### src/rtl/dwpw_pkg.sv
`timescale 1ns / 1ps
`default_nettype none

package dwpw_pkg;

  localparam int PANEL_WIDTH  = 480;
  localparam int PANEL_HEIGHT = 320;

  localparam int COORD_W = 9;
  localparam int ADDR_W  = 18;
  localparam int PIXEL_W = 16;
  localparam int BYTE_W  = 8;
  localparam int NUM_PARAMS = 4;
  localparam int CNT_W   = 3;

  localparam logic [BYTE_W-1:0] CMD_COL_SET   = 8'h2A;
  localparam logic [BYTE_W-1:0] CMD_ROW_SET   = 8'h2B;
  localparam logic [BYTE_W-1:0] CMD_MEM_WRITE = 8'h2C;

  localparam logic KIND_BYTE = 1'b0;
  localparam logic KIND_EXEC = 1'b1;
  localparam logic DC_CMD    = 1'b0;
  localparam logic DC_DATA   = 1'b1;

  typedef struct packed {
    logic              kind;
    logic              dc_level;
    logic [BYTE_W-1:0] byte_value;
  } in_item_t;

  typedef struct packed {
    logic               pixel_valid;
    logic [ADDR_W-1:0]  pixel_address;
    logic [PIXEL_W-1:0] pixel_value;
    logic               frame_ready;
  } out_item_t;

  typedef struct packed {
    logic [COORD_W-1:0] col_min;
    logic [COORD_W-1:0] col_max;
    logic [COORD_W-1:0] row_min;
    logic [COORD_W-1:0] row_max;
  } window_t;

  typedef struct packed {
    logic [COORD_W-1:0] col;
    logic [COORD_W-1:0] row;
  } cursor_t;

endpackage

`default_nettype wire

### src/rtl/dwpw_cursor_advance.sv
`timescale 1ns / 1ps
`default_nettype none

module dwpw_cursor_advance
  import dwpw_pkg::*;
(
  input  wire window_t      win_i,
  input  wire cursor_t      cur_i,
  output cursor_t           cur_o,
  output logic              frame_hit_o,
  output logic [ADDR_W-1:0] addr_o
);

  logic [COORD_W-1:0] col_n;
  logic [COORD_W-1:0] row_n;
  logic [ADDR_W-1:0]  row_base;

  always_comb begin
    if (cur_i.col >= win_i.col_max) begin
      col_n = win_i.col_min;
      row_n = cur_i.row + COORD_W'(1);
    end else begin
      col_n = cur_i.col + COORD_W'(1);
      row_n = cur_i.row;
    end
  end

  assign frame_hit_o = (row_n >= win_i.row_max) && (col_n >= win_i.col_max);

  assign cur_o.col = col_n;
  assign cur_o.row = ({1'b0, row_n} >= (COORD_W+1)'(PANEL_HEIGHT)) ? win_i.row_min : row_n;

  assign row_base = {{(ADDR_W-COORD_W){1'b0}}, cur_i.row} * ADDR_W'(PANEL_WIDTH);
  assign addr_o   = row_base + {{(ADDR_W-COORD_W){1'b0}}, cur_i.col};

endmodule

`default_nettype wire

### src/rtl/display_window_pixel_writer_core.sv
`timescale 1ns / 1ps
`default_nettype none

// Serial byte front end of a display controller. Each input transaction is
// either a received byte (command when dc_level is low, data when high) or an
// execute request that applies a pending column-set or row-set command. Under
// the memory-write command every second data byte completes an RGB565 pixel,
// which is reported with its frame memory address, and the cursor then
// advances (columns wrap in the window, rows after the panel's last row). Every
// input transaction yields exactly one output transaction. The block takes
// one transaction per clock cycle: all state is updated in the accepting
// cycle and the result is held in a single output register, so the input is
// stalled only while that register is full and the output side is stalling.

module display_window_pixel_writer_core
  import dwpw_pkg::*;
(
  input  wire logic      clk,
  input  wire logic      rst_n,
  input  wire logic      in_valid,
  output logic           in_stall,
  input  wire in_item_t  in_data,
  output logic           out_valid,
  input  wire logic      out_stall,
  output out_item_t      out_data
);

  localparam logic [COORD_W-1:0] COL_LIM = COORD_W'(PANEL_WIDTH - 1);
  localparam logic [COORD_W-1:0] ROW_LIM = COORD_W'(PANEL_HEIGHT - 1);

  logic [BYTE_W-1:0]  cmd_r,   cmd_nxt;
  logic [BYTE_W-1:0]  pb_r   [NUM_PARAMS];
  logic [BYTE_W-1:0]  pb_nxt [NUM_PARAMS];
  logic [CNT_W-1:0]   cnt_r,   cnt_nxt;
  window_t            win_r,   win_nxt;
  cursor_t            cur_r,   cur_nxt;
  logic               frame_r, frame_nxt;
  logic               out_valid_r;
  out_item_t          out_data_r, res_nxt;

  cursor_t            adv_cur;
  logic               adv_frame_hit;
  logic [ADDR_W-1:0]  adv_addr;
  logic               accept;
  logic [BYTE_W-1:0]  p0, p1, p2, p3;
  logic [2*BYTE_W-1:0] lo_val, hi_val;

  function automatic logic [COORD_W-1:0] clamp_coord(input logic [2*BYTE_W-1:0] v,
                                                      input logic [COORD_W-1:0] lim);
    logic [COORD_W-1:0] r;
    r = (v > {{(2*BYTE_W-COORD_W){1'b0}}, lim}) ? lim : v[COORD_W-1:0];
    return r;
  endfunction

  assign accept    = in_valid && !in_stall;
  assign in_stall  = out_valid_r && out_stall;
  assign out_valid = out_valid_r;
  assign out_data  = out_data_r;

  dwpw_cursor_advance u_advance (
    .win_i       (win_r),
    .cur_i       (cur_r),
    .cur_o       (adv_cur),
    .frame_hit_o (adv_frame_hit),
    .addr_o      (adv_addr)
  );

  assign p0 = (cnt_r > CNT_W'(0)) ? pb_r[0] : '0;
  assign p1 = (cnt_r > CNT_W'(1)) ? pb_r[1] : '0;
  assign p2 = (cnt_r > CNT_W'(2)) ? pb_r[2] : '0;
  assign p3 = (cnt_r > CNT_W'(3)) ? pb_r[3] : '0;
  assign lo_val = {p0, p1};
  assign hi_val = {p2, p3};

  always_comb begin
    cmd_nxt   = cmd_r;
    pb_nxt    = pb_r;
    cnt_nxt   = cnt_r;
    win_nxt   = win_r;
    cur_nxt   = cur_r;
    frame_nxt = frame_r;
    res_nxt   = '0;
    if (accept) begin
      if (in_data.kind == KIND_EXEC) begin
        case (cmd_r)
          CMD_COL_SET: begin
            win_nxt.col_min = clamp_coord(lo_val, COL_LIM);
            win_nxt.col_max = clamp_coord(hi_val, COL_LIM);
            cur_nxt.col     = clamp_coord(lo_val, COL_LIM);
          end
          CMD_ROW_SET: begin
            win_nxt.row_min = clamp_coord(lo_val, ROW_LIM);
            win_nxt.row_max = clamp_coord(hi_val, ROW_LIM);
            cur_nxt.row     = clamp_coord(lo_val, ROW_LIM);
          end
          default: begin
          end
        endcase
        for (int i = 0; i < NUM_PARAMS; i++) begin
          pb_nxt[i] = '0;
        end
        cnt_nxt = '0;
      end else if (in_data.dc_level == DC_CMD) begin
        cmd_nxt = in_data.byte_value;
      end else begin
        if (cnt_r < CNT_W'(NUM_PARAMS)) begin
          pb_nxt[cnt_r[1:0]] = in_data.byte_value;
          cnt_nxt            = cnt_r + CNT_W'(1);
        end
        if ((cmd_r == CMD_MEM_WRITE) && (cnt_nxt == CNT_W'(2))) begin
          res_nxt.pixel_valid   = 1'b1;
          res_nxt.pixel_address = adv_addr;
          res_nxt.pixel_value   = {pb_nxt[0], pb_nxt[1]};
          cur_nxt               = adv_cur;
          if (adv_frame_hit) begin
            frame_nxt = 1'b1;
          end
          for (int i = 0; i < NUM_PARAMS; i++) begin
            pb_nxt[i] = '0;
          end
          cnt_nxt = '0;
        end
      end
    end
    res_nxt.frame_ready = frame_nxt;
  end

  always_ff @(posedge clk) begin
    if (!rst_n) begin
      cmd_r   <= '0;
      cnt_r   <= '0;
      win_r   <= '0;
      cur_r   <= '0;
      frame_r <= 1'b0;
      for (int i = 0; i < NUM_PARAMS; i++) begin
        pb_r[i] <= '0;
      end
    end else begin
      cmd_r   <= cmd_nxt;
      cnt_r   <= cnt_nxt;
      win_r   <= win_nxt;
      cur_r   <= cur_nxt;
      frame_r <= frame_nxt;
      pb_r    <= pb_nxt;
    end
  end

  always_ff @(posedge clk) begin
    if (!rst_n) begin
      out_valid_r <= 1'b0;
    end else if (accept) begin
      out_valid_r <= 1'b1;
    end else if (!out_stall) begin
      out_valid_r <= 1'b0;
    end
  end

  always_ff @(posedge clk) begin
    if (accept) begin
      out_data_r <= res_nxt;
    end
  end

  // The frame flag is only ever cleared by reset.
  assert property (@(posedge clk) disable iff (!rst_n) frame_r |=> frame_r)
    else $error("frame flag cleared outside reset");

  // Window limits and cursor always lie on the panel.
  assert property (@(posedge clk) disable iff (!rst_n)
      ({1'b0, win_r.col_max} < (COORD_W+1)'(PANEL_WIDTH)) &&
      ({1'b0, win_r.row_max} < (COORD_W+1)'(PANEL_HEIGHT)) &&
      ({1'b0, cur_r.col} < (COORD_W+1)'(PANEL_WIDTH)) &&
      ({1'b0, cur_r.row} < (COORD_W+1)'(PANEL_HEIGHT)))
    else $error("window or cursor outside the panel");

  // The parameter count never passes the number of parameter bytes.
  assert property (@(posedge clk) disable iff (!rst_n) cnt_r <= CNT_W'(NUM_PARAMS))
    else $error("parameter count overflow");

  // A result without a pixel carries a zero address and value.
  assert property (@(posedge clk) disable iff (!rst_n)
      (out_valid_r && !out_data_r.pixel_valid) |->
      (out_data_r.pixel_address == '0) && (out_data_r.pixel_value == '0))
    else $error("pixel fields set without a pixel");

  // Completing a pixel empties the parameter store.
  assert property (@(posedge clk) disable iff (!rst_n)
      (accept && (in_data.kind == KIND_BYTE) && (in_data.dc_level == DC_DATA) &&
       (cmd_r == CMD_MEM_WRITE) && (cnt_r == CNT_W'(1)))
      |=> (cnt_r == '0) && out_data_r.pixel_valid)
    else $error("pixel transaction did not clear parameters");

endmodule

`default_nettype wire
### config.mk
export PLATFORM = sky130hd
export DESIGN_NAME = display_window_pixel_writer_core
export DESIGN_NICKNAME = d
export VERILOG_FILES = /design/src/rtl/dwpw_pkg.sv /design/src/rtl/dwpw_cursor_advance.sv /design/src/rtl/display_window_pixel_writer_core.sv
export SDC_FILE = /design/constraint.sdc
export NUM_CORES = 1
export LEC_CHECK = 0
export BUFFER_PORTS_ARGS = -buffer_cell sky130_fd_sc_hd__clkbuf_2
export CAP_MARGIN = 40
export CELL_PAD_IN_SITES_DETAIL_PLACEMENT = 0
export CELL_PAD_IN_SITES_GLOBAL_PLACEMENT = 1
export CORE_UTILIZATION = 42
export DETAILED_ROUTE_END_ITERATION = 6
export PLACE_DENSITY_LB_ADDON = 0.1
export SLEW_MARGIN = 40
export SYNTH_ARGS = -nofsm -noshare
export SYNTH_HDL_FRONTEND = slang
export SYNTH_SLANG_ARGS = --single-unit
### constraint.sdc
create_clock -name clk -period 3.7 [get_ports clk]
set_clock_uncertainty 0.2 [all_clocks]
set_input_delay 0.555 -clock clk [delete_from_list [all_inputs] [get_ports clk]]
set_output_delay 0.555 -clock clk [all_outputs]
set_load 0.03 [all_outputs]
# Word level (Yosys, flattened, before mapping)
# Index checks and enable logic that the tools add are counted.
[word_totals]
ff_bits = 135
wordCells = 105
inputBits = 14
[classes]
n_bitwise = 4
mux = 38
reduce_logical = 18
n_lt_le_gt_ge = 15
eq_ne = 7
n_mul = 1
addsub = 4
[ops]
columns = ["op", "n"]
rows = [
  ["$mux W32", 4],
  ["$mux W9", 9],
  ["$gt A16 B9 Y1 const B", 4],
  ["$mux W18", 3],
  ["$mux W8", 5],
  ["$mux W35", 1],
  ["$bwmux W32", 1],
  ["$ge A9 B9 Y1", 3],
  ["$eq A8 B6 Y1 const B", 3],
  ["$mux W3", 7],
  ["$add A18 B9 Y18", 1],
  ["$add A9 B1 Y9 const B", 2],
  ["$demux W8 S2", 1],
  ["$mul A9 B4 Y13 const B", 1],
  ["$reduce_and A3 Y1", 4],
  ["$ge A9 B9 Y1 const B", 1],
  ["$reduce_and A4 Y1", 2],
  ["$mux W1", 7],
  ["$gt A3 B1 Y1 const B", 2],
  ["$gt A3 B2 Y1 const B", 2],
  ["$ne A2 B1 Y1 const B", 3],
  ["$logic_and A1 B1 Y1", 5],
  ["$reduce_bool A2 Y1", 2],
  ["$add A3 B1 Y3 const B", 1],
  ["11 further kinds", 13],
]

# Logic depth before layout (Yosys ltp)
# Gate-level depths: netlist (run 1).
[logic_depth]
word_depth = 11
depth_mapped = 17

# By module
# A second synthesis (run 1) with hierarchy kept.
[hier_totals]
cells_unflattened = 881
area_unflattened_um2 = 8110.3
[modules_own_cells]
columns = ["module", "cells_each", "area_each_um2", "seq_area_each_um2", "n_inst"]
rows = [
  ["display_window_pixel_writer_core", 581, 5676.7, 3062.9, 1],
  ["dwpw_cursor_advance", 300, 2433.6, 0.0, 1],
]

# Least setup slack after synthesis (run 1)
# No wires, ideal clock.
[synth_timing]
kind = "reg2reg"
start = "register cur_r[9] (netlist name)"
end = "register out_data_r (netlist bit out_data[0]) (data pin)"
slack_ps = -96
t_arrival_ps = 3338
path_buffers = 1
stages_incl_launch_ff = 17
cell_sequence = "dfxtp_1 > inv_1 > ha_1 > nand2b_4 > a2111oi_4 > nor3_1 > or2_2 > buf_2 > xnor2_1 > ha_1 > nand2b_1 > a21o_1 > a21o_1 > a211oi_1 > o21a_1 > o21ai_0 > a31o_2"
[synth_between]
elab_chain_len = 9
[synth_rtl]
columns = ["item", "line_no", "rtl"]
rows = [
  ["start, declared", "display_window_pixel_writer_core.sv:36", "cursor_t cur_r, cur_nxt;"],
  ["start signal, assigned", "display_window_pixel_writer_core.sv:142", "cur_r <= cur_nxt;"],
  ["$add A9 B1 Y9 or $ge A9 B9 Y1 (tied branches)", "dwpw_cursor_advance.sv:23, dwpw_cursor_advance.sv:19", ""],
  ["$mux W9", "dwpw_cursor_advance.sv:19", "if (cur_i.col >= win_i.col_max) begin"],
  ["$ge A9 B9 Y1", "dwpw_cursor_advance.sv:28", "assign frame_hit_o = (row_n >= win_i.row_max) && (col_n >= win_i.col_max);"],
  ["$logic_and A1 B1 Y1 *", "dwpw_cursor_advance.sv:28", ""],
  ["$mux W1 *", "display_window_pixel_writer_core.sv:115", "if (adv_frame_hit) begin"],
  ["$mux W1 *", "display_window_pixel_writer_core.sv:110", "if ((cmd_r == CMD_MEM_WRITE) && (cnt_nxt == CNT_W'(2))) begin"],
  ["$mux W1 *", "display_window_pixel_writer_core.sv:103", "end else if (in_data.dc_level == DC_CMD) begin"],
  ["$mux W1 *", "display_window_pixel_writer_core.sv:84", "if (in_data.kind == KIND_EXEC) begin"],
  ["$mux W1 *", "display_window_pixel_writer_core.sv:83", "if (accept) begin"],
  ["via frame_nxt", "display_window_pixel_writer_core.sv:37", "logic frame_r, frame_nxt;"],
  ["end signal, assigned", "display_window_pixel_writer_core.sv:160", "out_data_r <= res_nxt;"],
  ["end, declared", "display_window_pixel_writer_core.sv:39", "out_item_t out_data_r, res_nxt;"],
]
# Mark *: on every way through the listed nets, which the timed path passes. The rest lies on a longest branch.
# A chain may end at the register's enable or synchronous reset.

# Final worst setup path (run 1)
[layout_timing]
start = "register cur_r[0] (netlist name)"
end = "register out_data_r (netlist bit out_data[33]) (data pin)"
[layout_between]
elab_chain_len = 2
[layout_rtl]
columns = ["item", "line_no", "rtl"]
rows = [
  ["$mul A9 B4 Y13", "dwpw_cursor_advance.sv:33", "assign row_base = {{(ADDR_W-COORD_W){1'b0}}, cur_i.row} * ADDR_W'(PANEL_WIDTH);"],
  ["$add A18 B9 Y18", "dwpw_cursor_advance.sv:34", "assign addr_o = row_base + {{(ADDR_W-COORD_W){1'b0}}, cur_i.col};"],
]
# Every way passes these cells.

==> results of run 1 <==
-- synth_stat cells (13+ instances only) --
cell type	instances	area share (%)
clkbuf_1	32	1.5
a21boi_0	35	3.3
edfxtp_1	36	14
nand3_1	38	2.4
dfxtp_1	99	25
inv_1	44	2.1
o21ai_0	64	4.1
nand2_1	139	6.6
nor2b_1	15	1.2
a21oi_1	82	5.2
o211ai_1	15	1.4
and3_1	13	1.0
fa_1	16	4.1
nor2_1	40	1.9
ha_1	58	9.2
xnor2_1	22	2.5
-- worst max-delay path: stages (launching register included) --
cell and delay, ns:
dfxtp_2 0.33, fa_1 0.57, inv_1 0.06, fa_1 0.49, fa_1 0.54, inv_2 0.05, ha_4 0.26, inv_2 0.04
o21bai_1 0.16, nor4bb_2 0.31, buf_4 0.16, nand4_1 0.09, xor2_1 0.14, nor2_1 0.05
-- flip-flops by register name, summed over array words and instances, names as in the netlist --
| name | count |
|---|---|
| cmd_r | 8 |
| cnt_r | 3 |
| cur_r | 18 |
| frame_r | 1 |
| out_data | 36 |
| out_valid | 1 |
| pb_r | 32 |
| win_r | 36 |
-- stage by stage --
step,setup TNS (ns),hold WS [ns],cells
global placement,-0.00834,0.244,1179
finish,-0.00376,0.164,1218
detailed placement,-0.396,0.256,1179
CTS,-0.0123,0.144,1213
floorplan,-0.00865,0.235,890
global route,-0.652,0.154,1218
-- metal layers --
| metal | vias to the layer above | share of wire, % | GRT usage [%] |
|---|---|---|---|
| met5 | - | 0 | 0 |
| met4 | 0 | 2.3 | 8.48 |
| met3 | 32 | 3.7 | 4.25 |
| met2 | 149 | 43 | 35.6 |
| met1 | 3255 | 51 | 34.4 |
| li1 | 3324 | - | - |
-- placed cells by master (no fill, tap or decap), types with 4 or more instances in the layout --
cell / count
xnor2_1: 19
nor2_1: 39
o21ai_1: 8
and2_1: 7
a21oi_1: 79
dfxtp_1: 92
ha_1: 57
a21boi_0: 34
edfxtp_1: 36
o211a_1: 10
o21a_1: 4
xor2_1: 9
clkbuf_2: 51
nand4_1: 7
mux2i_1: 6
o21bai_1: 4
inv_1: 42
a21o_1: 10
o21ai_0: 59
a31oi_1: 4
a21oi_2: 4
nor2b_1: 14
nand2_1: 139
nor3_1: 7
a32oi_1: 6
and3_1: 12
buf_4: 58
nand3_1: 38
nor4_1: 4
o211ai_1: 15
nand2b_1: 8
dfxtp_2: 6
fa_1: 16
clkinvlp_4: 4
clkbuf_16: 17
-- power breakdown --
part           total (mW)  leakage [nW]  internal, mW  switching [mW]
clock                1.74         0.283          1.06           0.680
sequential           1.55          1.17          1.54          0.0129
combinational       0.211          2.47        0.0522           0.159
total                3.51          3.92          2.66           0.852
-- how the worst min path moves through the flow --
| stage | start | endpoint | slack [ns] |
|---|---|---|---|
| 5_1_grt | in_valid | out_valid | 0.15 |
| 3_3_place_gp | pb_r[11] | pb_r[11] | 0.24 |
| 3_5_place_dp | cmd_r[6] | cmd_r[6] | 0.26 |
| 2_1_floorplan | pb_r[14] | pb_r[14] | 0.24 |
| 4_1_cts | in_valid | out_valid | 0.14 |
| 6_report | in_valid | out_valid | 0.16 |
-- area by class of cell --
class	instances	area, µm²
Fill cell	1707	8760
Clock buffer	18	429
Inverter	44	165
Clock inverter	14	174
Timing Repair Buffer	109	691
Tap cell	229	287
Multi-Input combinational cell	669	4570
Sequential cell	135	3070
-- kinds of logic after synthesis --
logic type | share of synthesized area, %
AOI/OAI and AO/OA | 21.3
xor gates and xnor gates | 3.46
adders and majority gates | 13.3
buffers and inverters | 4.16
DFF | 39.0
muxes | 1.51
and+or+nand+nor | 17.2
-- what timing repair did --
action	4_1_cts	5_1_grt
pin swaps	8	11
gates resized for setup	11	21
hold buffers	0	0
setup endpoints to repair	4	7
buffers inserted	2	5
==> results.cfg, run 1 <==
[synthesis]
synth_async_sr_flop_share_pct = 0
synthFlopType = dfxtp_1
ys_seq_area_share_pct = 39.0
mean_instance_size_in_the_synthesized_netlist_um2 = 8.83
syn_nets = 978
synth.cell_area_mm2 = 0.00786
yosysUniqueCellTypes = 57
synth-seq-cells = 135
synth_edf_count = 36
synth.yosys.warnings = 0
post_synthesis_cells = 890

[pwr]
power_leakage_nw = 3.92
powerDensity_mw_per_mm2 = 374
power.ir.vdd_worst_uv = 323
total_power_mw = 3.51

[place]
place_ws_ns = -0.153
place_hpwl_mm = 16.2
gp_congestion = 0.881
buffer_ports.inserted = 51
post_dp_cell_area_mm2 = 0.00864

[worst_setup_path]
crit_path_end_kind = flip-flop
critPathCapture = out_data[33]
reg2reg_to = out_data[33]
critPathMaxFanout = 3
worst-r2r-cell-count = 13
r2r_slack_ns = -0.004
worst_setup_path_start_kind = flip-flop
startpoint = cur_r[0]
rr_startpoint = cur_r[0]
worst-endpoint-required_ns = 3.66
timing_worst_setup_path_type = flip-flop to flip-flop
cp_data_arrival_time_ns = 3.66

[global_routing]
grt_pass1_wl_mm = 35.3
grt.total_usage_pct = 23.8
first_global_vias = 6559
grt_start_max_net_pins = 54
antenna_found_initial = 0
grt_overflow_total = 0

[route]
routedWlPerCell_um = 18.0
route.final.wire_length_mm = 21.9
drc_errors = 9
number_of_detailed_routing_iterations_run_before_antenna_repair = 7
initialDrtViolationCount = 571
mean_number_of_vias_per_cell = 5.55
vias = 6760
antenna_violating_nets_post_route = 0

[die]
fp.dieH_um = 139
initial_utilization_pct = 43.3
fp.coreArea_mm2 = 0.0181
ioPinCount = 52
dieArea_mm2 = 0.0193
die_x_um = 139
fp-row-count = 49

[clock_tree]
clkTransAtPathRegs_ns = 0.06
numClockSinks = 135
cts_buffers = 17
worst_skew_pair.late_latency_ns = 0.43
tritoncts_clock_tree = built
cts-root-to-sink-buffers = 2
cts-root-buf = clkbuf_16
htreeDepth = 4

[timing]
timing.fmax_mhz = 270
hold_viol = 0
tmin_final_ns = 3.70
rsz0062_at_grt = yes
setup_violations = 1
worst-slew-pin-transition_ns = 0.940
slew_violations = 0
layout_worst_path_cycle_share_pct = 100
relSlewSlack_pct = 37.1
finalWorstSetupSlack_ns = -0.00376

[final_layout]
finish.utilization_pct = 51.7
antenna-diode-count = 0
areaGrowthSynthToFinish_pct = 19.5
fraction_of_layout_instances_using_a_drive_strength_above_1_pct = 18.5
final_nets = 1064
layout.cell_area.non_filler_mm2 = 0.00939

[flow_run]
maxCapViolations = 0

[run_status]
failed_checks = DRC, setup timing
status = complete, but fails checks

[worst_hold_path]
min-delay-path-class = input port to flip-flop
hold_depth = 2
Power figures use the tool's default switching activity.
==> inputs of run 2 (changes only) <==
--- a/config.mk
+++ b/config.mk
@@ -12,6 +12,7 @@
 export CORE_UTILIZATION = 42
 export DETAILED_ROUTE_END_ITERATION = 6
 export PLACE_DENSITY_LB_ADDON = 0.1
+export RECOVER_POWER = 50
 export SLEW_MARGIN = 40
 export SYNTH_ARGS = -nofsm -noshare
 export SYNTH_HDL_FRONTEND = slang
==> constraint.sdc (replaced) <==
create_clock -name clk -period 3.7 [get_ports clk]
set_clock_uncertainty 0.2 [all_clocks]
set_input_delay 0.555 -clock clk [delete_from_list [all_inputs] [get_ports clk]]
set_output_delay 0.555 -clock clk [all_outputs]
set_load 0.005 [all_outputs]
==> results.cfg, run 2 (synthesis results as in run 1) <==
[die]
die_x_um = 139
fp-row-count = 49
ioPinCount = 52
dieArea_mm2 = 0.0193
fp.dieH_um = 139
fp.coreArea_mm2 = 0.0181
initial_utilization_pct = 43.3

[worst_setup_path]
worst_setup_path_start_kind = flip-flop
worst-r2r-cell-count = 13
timing.critical_path.mode_cell = fa_1
cell_chain_critical_path = fa_1, inv_1, fa_1, fa_1, inv_2, ha_4, inv_2, o21bai_1, nor4bb_2, buf_4, nand4_1, xor2_1, nor2_1
cp_data_arrival_time_ns = 3.66
r2r_slack_ns = -0.002
worst-endpoint-required_ns = 3.66
crit_path_end_kind = flip-flop
timing_worst_setup_path_type = flip-flop to flip-flop
cpPeakStageDelay_ns = 0.57
path_delay_family = adder cells
crit_slowest_cell = fa_1
critPathMaxFanout = 3
cp.buffers_inverters = 4
critical_path_depth = 13

[route]
route.final.wire_length_mm = 22.0
detailroute.wirelength.met3_um = 877
routed-wl-met2_mm = 9.38
vias = 6747
drc_errors = 9
antenna_violating_nets_post_route = 0
top_layer_used = met4
initialDrtViolationCount = 523
mean_number_of_vias_per_cell = 5.54
met1Wirelength_mm = 11.2
number_of_detailed_routing_iterations_run_before_antenna_repair = 7
routedWlPerCell_um = 18.0

[timing]
finalWorstSetupSlack_ns = -0.00158
hold-worst-slack_ns = 0.158
timing.fmax_mhz = 270
relSlewSlack_pct = -32.1
tmin_final_ns = 3.70
worst-slew-pin-transition_ns = 1.98
hold_viol = 0
setup_violations = 1
layout_worst_path_cycle_share_pct = 100
rsz0062_at_grt = yes
slew_violations = 54

[global_routing]
grt.total_usage_pct = 23.8
grt_pass1_wl_mm = 35.3
grt_start_max_net_pins = 54
grt_overflow_total = 0
antenna_found_initial = 0
first_global_vias = 6559

[pwr]
p_int_mw = 2.65
total_power_mw = 3.47
power_leakage_nw = 3.84
power.net_switching_mw = 0.817
seq_power_share_pct = 44.8
clock_power_share_pct = 50.2
power.ir.vdd_worst_uv = 326
powerDensity_mw_per_mm2 = 371
pwr-share-comb_pct = 5.0
net_switching_share_of_the_total_power_pct = 23.5

[place]
buffer_ports.inserted = 51
placed_cells_incl_taps = 1179
place_hpwl_mm = 16.2
gp_congestion = 0.881
place_ws_ns = -0.153

[final_layout]
areaGrowthSynthToFinish_pct = 18.9
final_nets = 1064
mostFrequentLayoutCell = nand2_1
layout.cells.most_common_list = 139 x nand2_1, 92 x dfxtp_1, 79 x a21oi_1, 60 x o21ai_0, 57 x ha_1
fraction_of_layout_instances_using_a_drive_strength_above_1_pct = 16.1
filler_cell_count = 1718
layoutNonFillerInstCount = 1218
antenna-diode-count = 0

[run_status]
failed_checks = DRC, capacitance limit, slew limit, setup timing
status = complete, but fails checks

[clock_tree]
htreeDepth = 4
numClockSinks = 135
cts-root-buf = clkbuf_16
post_cts_hold_buffer_count = 0
worst_skew_pair.late_latency_ns = 0.43
cts-root-to-sink-buffers = 2
clkTransAtPathRegs_ns = 0.06
tritoncts_clock_tree = built
cts_buffers = 17

[flow_run]
maxCapViolations = 1

[worst_hold_path]
hold_depth = 2
min-delay-path-class = input port to flip-flop
-- run 2: worst reg2reg max path, cell delays in order, from the launching register on --
cell	delay, ns
dfxtp_2	0.33
fa_1	0.57
inv_1	0.06
fa_1	0.49
fa_1	0.54
inv_2	0.05
ha_4	0.27
inv_2	0.04
o21bai_1	0.16
nor4bb_2	0.31
buf_4	0.16
nand4_1	0.09
xor2_1	0.14
nor2_1	0.05
-- run 2: final cells by class --
| type | count | area [µm²] | share of cell area [%] |
|---|---|---|---|
| Sequential cell | 135 | 3070 | 32.9 |
| Clock inverter | 14 | 174 | 1.86 |
| Tap cell | 229 | 287 | 3.07 |
| Inverter | 44 | 165 | 1.77 |
| Multi-Input combinational cell | 669 | 4560 | 48.8 |
| Clock buffer | 18 | 429 | 4.59 |
| Timing Repair Buffer | 109 | 652 | 6.98 |
-- run 2: what timing repair did --
item                                    4_1_cts  5_1_grt
endpoints found under the hold margin         0        0
pin swaps                                     8       11
endpoints found under the setup margin        4        7
setup buffers                                 2        5
gates resized for setup                      11       21
-- run 2: final timing paths --
path,from,endpoint
worst max register to register,cur_r[0],out_data[33]
worst max-delay path,cur_r[0],out_data[33]
worst min-delay path,in_valid,out_valid
worst min register to register,cmd_r[6],cmd_r[6]
-- run 2: per-stage QoR --
| stage | area (µm²) | utilization (%) | setup TNS (ns) |
|---|---|---|---|
| 2_1_floorplan | 7870 | - | -0.00865 |
| 3_3_place_gp | 8640 | 47.6 | -0.00834 |
| 3_5_place_dp | 8640 | 47.6 | -0.396 |
| 4_1_cts | 9310 | 51.3 | -0.0123 |
| 5_1_grt | 9340 | 51.5 | -0.653 |
| 6_report | 9340 | 51.5 | -0.00158 |
-- run 2: routing by layer --
metal	GRT usage [%]	vias to the layer above
li1	-	3321
met1	34.4	3228
met2	35.6	170
met3	4.25	28
met4	8.48	0
met5	0	-
-- run 2: power groups by stage --
stage               Clock [mW]  Combinational, mW  Sequential (mW)
floorplan                    0             0.0959             1.59
global placement             0              0.171             1.59
detailed placement           0              0.175             1.59
CTS                       1.77              0.175             1.55
global route              1.84              0.189             1.56
finish                    1.74              0.173             1.55
==> inputs of run 3 (changes only) <==
--- a/config.mk
+++ b/config.mk
@@ -11,7 +11,7 @@
 export CELL_PAD_IN_SITES_GLOBAL_PLACEMENT = 1
 export CORE_UTILIZATION = 42
 export DETAILED_ROUTE_END_ITERATION = 6
-export PLACE_DENSITY_LB_ADDON = 0.1
+export PLACE_DENSITY_LB_ADDON = 0.15
 export RECOVER_POWER = 50
 export SLEW_MARGIN = 40
 export SYNTH_ARGS = -nofsm -noshare
==> results.cfg, run 3 (synthesis results as in run 1) <==
[place]
placed_cells_incl_taps = 1181
gp_congestion = 0.863
place_hpwl_mm = 16.1
place_ws_ns = -0.0823
post_dp_cell_area_mm2 = 0.00866
buffer_ports.inserted = 51

[global_routing]
layer_with_the_highest_usage_after_global_routing = met2
antenna_found_initial = 0
grt.total_usage_pct = 23.4
grt_overflow_total = 0
global_route.usage.met3_pct = 3.76
global_route.usage.met1_pct = 33.9
first_global_vias = 6599
grt_use_met2_pct = 36.0
grt_pass1_wl_mm = 35.1
grt_start_max_net_pins = 83

[final_layout]
fraction_of_layout_instances_using_a_drive_strength_above_1_pct = 17.2
mostFrequentLayoutCell = nand2_1
layoutNonFillerInstCount = 1219
areaGrowthSynthToFinish_pct = 19.2
filler_cell_count = 1699
layout.cells.most_common_list = 139 x nand2_1, 92 x dfxtp_1, 78 x a21oi_1, 58 x o21ai_0
antenna-diode-count = 0
final_nets = 1066
finish.utilization_pct = 51.6
layout.cell_area.non_filler_mm2 = 0.00936

[route]
vias = 6716
number_of_detailed_routing_iterations_run_before_antenna_repair = 7
routedWlPerCell_um = 17.9
antenna_violating_nets_post_route = 0
mean_number_of_vias_per_cell = 5.51
drc_errors = 11
route.final.wire_length_mm = 21.8
initialDrtViolationCount = 577

[worst_hold_path]
hold_depth = 2
holdCritStartpoint = in_valid
min_delay_worst_endpoint = out_valid
min-delay-path-class = input port to flip-flop

[die]
fp-row-count = 49
fp.coreArea_mm2 = 0.0181
fp.dieH_um = 139
dieArea_mm2 = 0.0193
initial_utilization_pct = 43.3
die_x_um = 139
ioPinCount = 52

[timing]
setup_violations = 0
total_negative_slack_for_setup_checks_ns = 0
relSlewSlack_pct = 2.79
hold-worst-slack_ns = 0.154
timing.fmax_mhz = 275
worst-slew-pin-transition_ns = 1.46
finalWorstSetupSlack_ns = 0.0586
hold_viol = 0
slew_violations = 0
layout_worst_path_cycle_share_pct = 98.4
tmin_final_ns = 3.64
rsz0062_at_grt = yes

[clock_tree]
cts-root-buf = clkbuf_16
numClockSinks = 135
post_cts_hold_buffer_count = 0
clkTransAtPathRegs_ns = 0.06
tritoncts_clock_tree = built
cts_buffers = 17
htreeDepth = 4
cts-root-to-sink-buffers = 2
worst_skew_pair.late_latency_ns = 0.43

[worst_setup_path]
r2r_slack_ns = 0.06
cp_data_arrival_time_ns = 3.71
worst_setup_path_start_kind = flip-flop
crit_path_end_kind = flip-flop
timing_worst_setup_path_type = flip-flop to flip-flop
worst-endpoint-required_ns = 3.77
critPathMaxFanout = 3
rr_startpoint = cur_r[0]
reg2reg_to = out_data[34]
worst-r2r-cell-count = 13

[pwr]
power.net_switching_mw = 0.799
power.ir.vdd_worst_uv = 306
power_leakage_nw = 3.86
p_int_mw = 2.55
clock_power_share_pct = 48.5
total_power_mw = 3.35
net_switching_share_of_the_total_power_pct = 23.8
powerDensity_mw_per_mm2 = 358
seq_power_share_pct = 46.4
pwr-share-comb_pct = 5.1

[run_status]
failed_checks = DRC
status = complete, but fails checks

[flow_run]
maxCapViolations = 0
run 3: how the worst max path moves through the flow:
| stage | to | startpoint | cells past startpoint |
|---|---|---|---|
| after detailed placement | frame_r | cur_r[9] | 16 |
| after CTS | out_data[34] | cur_r[0] | 13 |
| after global routing | out_data[33] | cur_r[0] | 13 |
| after floorplan | out_data[34] | cur_r[0] | 13 |
| final | out_data[34] | cur_r[0] | 13 |
| after global placement | out_data[34] | cur_r[1] | 13 |
run 3: power by group through the flow:
| stage | Clock (mW) | Sequential, mW | Combinational [mW] |
|---|---|---|---|
| 4_1_cts | 1.65 | 1.55 | 0.174 |
| 3_5_place_dp | 0 | 1.59 | 0.174 |
| 5_1_grt | 1.72 | 1.56 | 0.189 |
| 6_report | 1.62 | 1.55 | 0.172 |
| 2_1_floorplan | 0 | 1.59 | 0.0959 |
| 3_3_place_gp | 0 | 1.59 | 0.171 |
run 3: what timing repair did:
item,in CTS,in global routing
cloned,0,0
pin swaps,2,22
buffers inserted,0,7
endpoints found under the setup margin,4,7
resized for setup,7,32
endpoints found under the hold margin,0,0
run 3: worst max-delay path, stage by stage (launching register included):
cell and delay [ns]:
dfxtp_2 0.33, fa_1 0.55, inv_1 0.05, fa_1 0.51, inv_1 0.06, ha_1 0.26, a21o_1 0.17, a211oi_2 0.25
o21ai_1 0.11, a31o_2 0.22, a21oi_2 0.16, xnor2_2 0.11, a311o_1 0.37, a21oi_2 0.13
run 3: area by class of cell:
cell class | instances | area (µm²) | share of cell area [%]
Sequential cell | 135 | 3070 | 32.8
Tap cell | 229 | 287 | 3.06
Clock buffer | 20 | 458 | 4.89
Timing Repair Buffer | 111 | 672 | 7.18
Multi-Input combinational cell | 669 | 4610 | 49.2
Clock inverter | 11 | 104 | 1.11
Inverter | 44 | 165 | 1.76
run 3: metal layers:
metal  wire [µm]  part of all wire (%)
met5           0                     0
met3        1110                   5.1
met4         268                   1.2
met1       10600                    49
met2        9820                    45
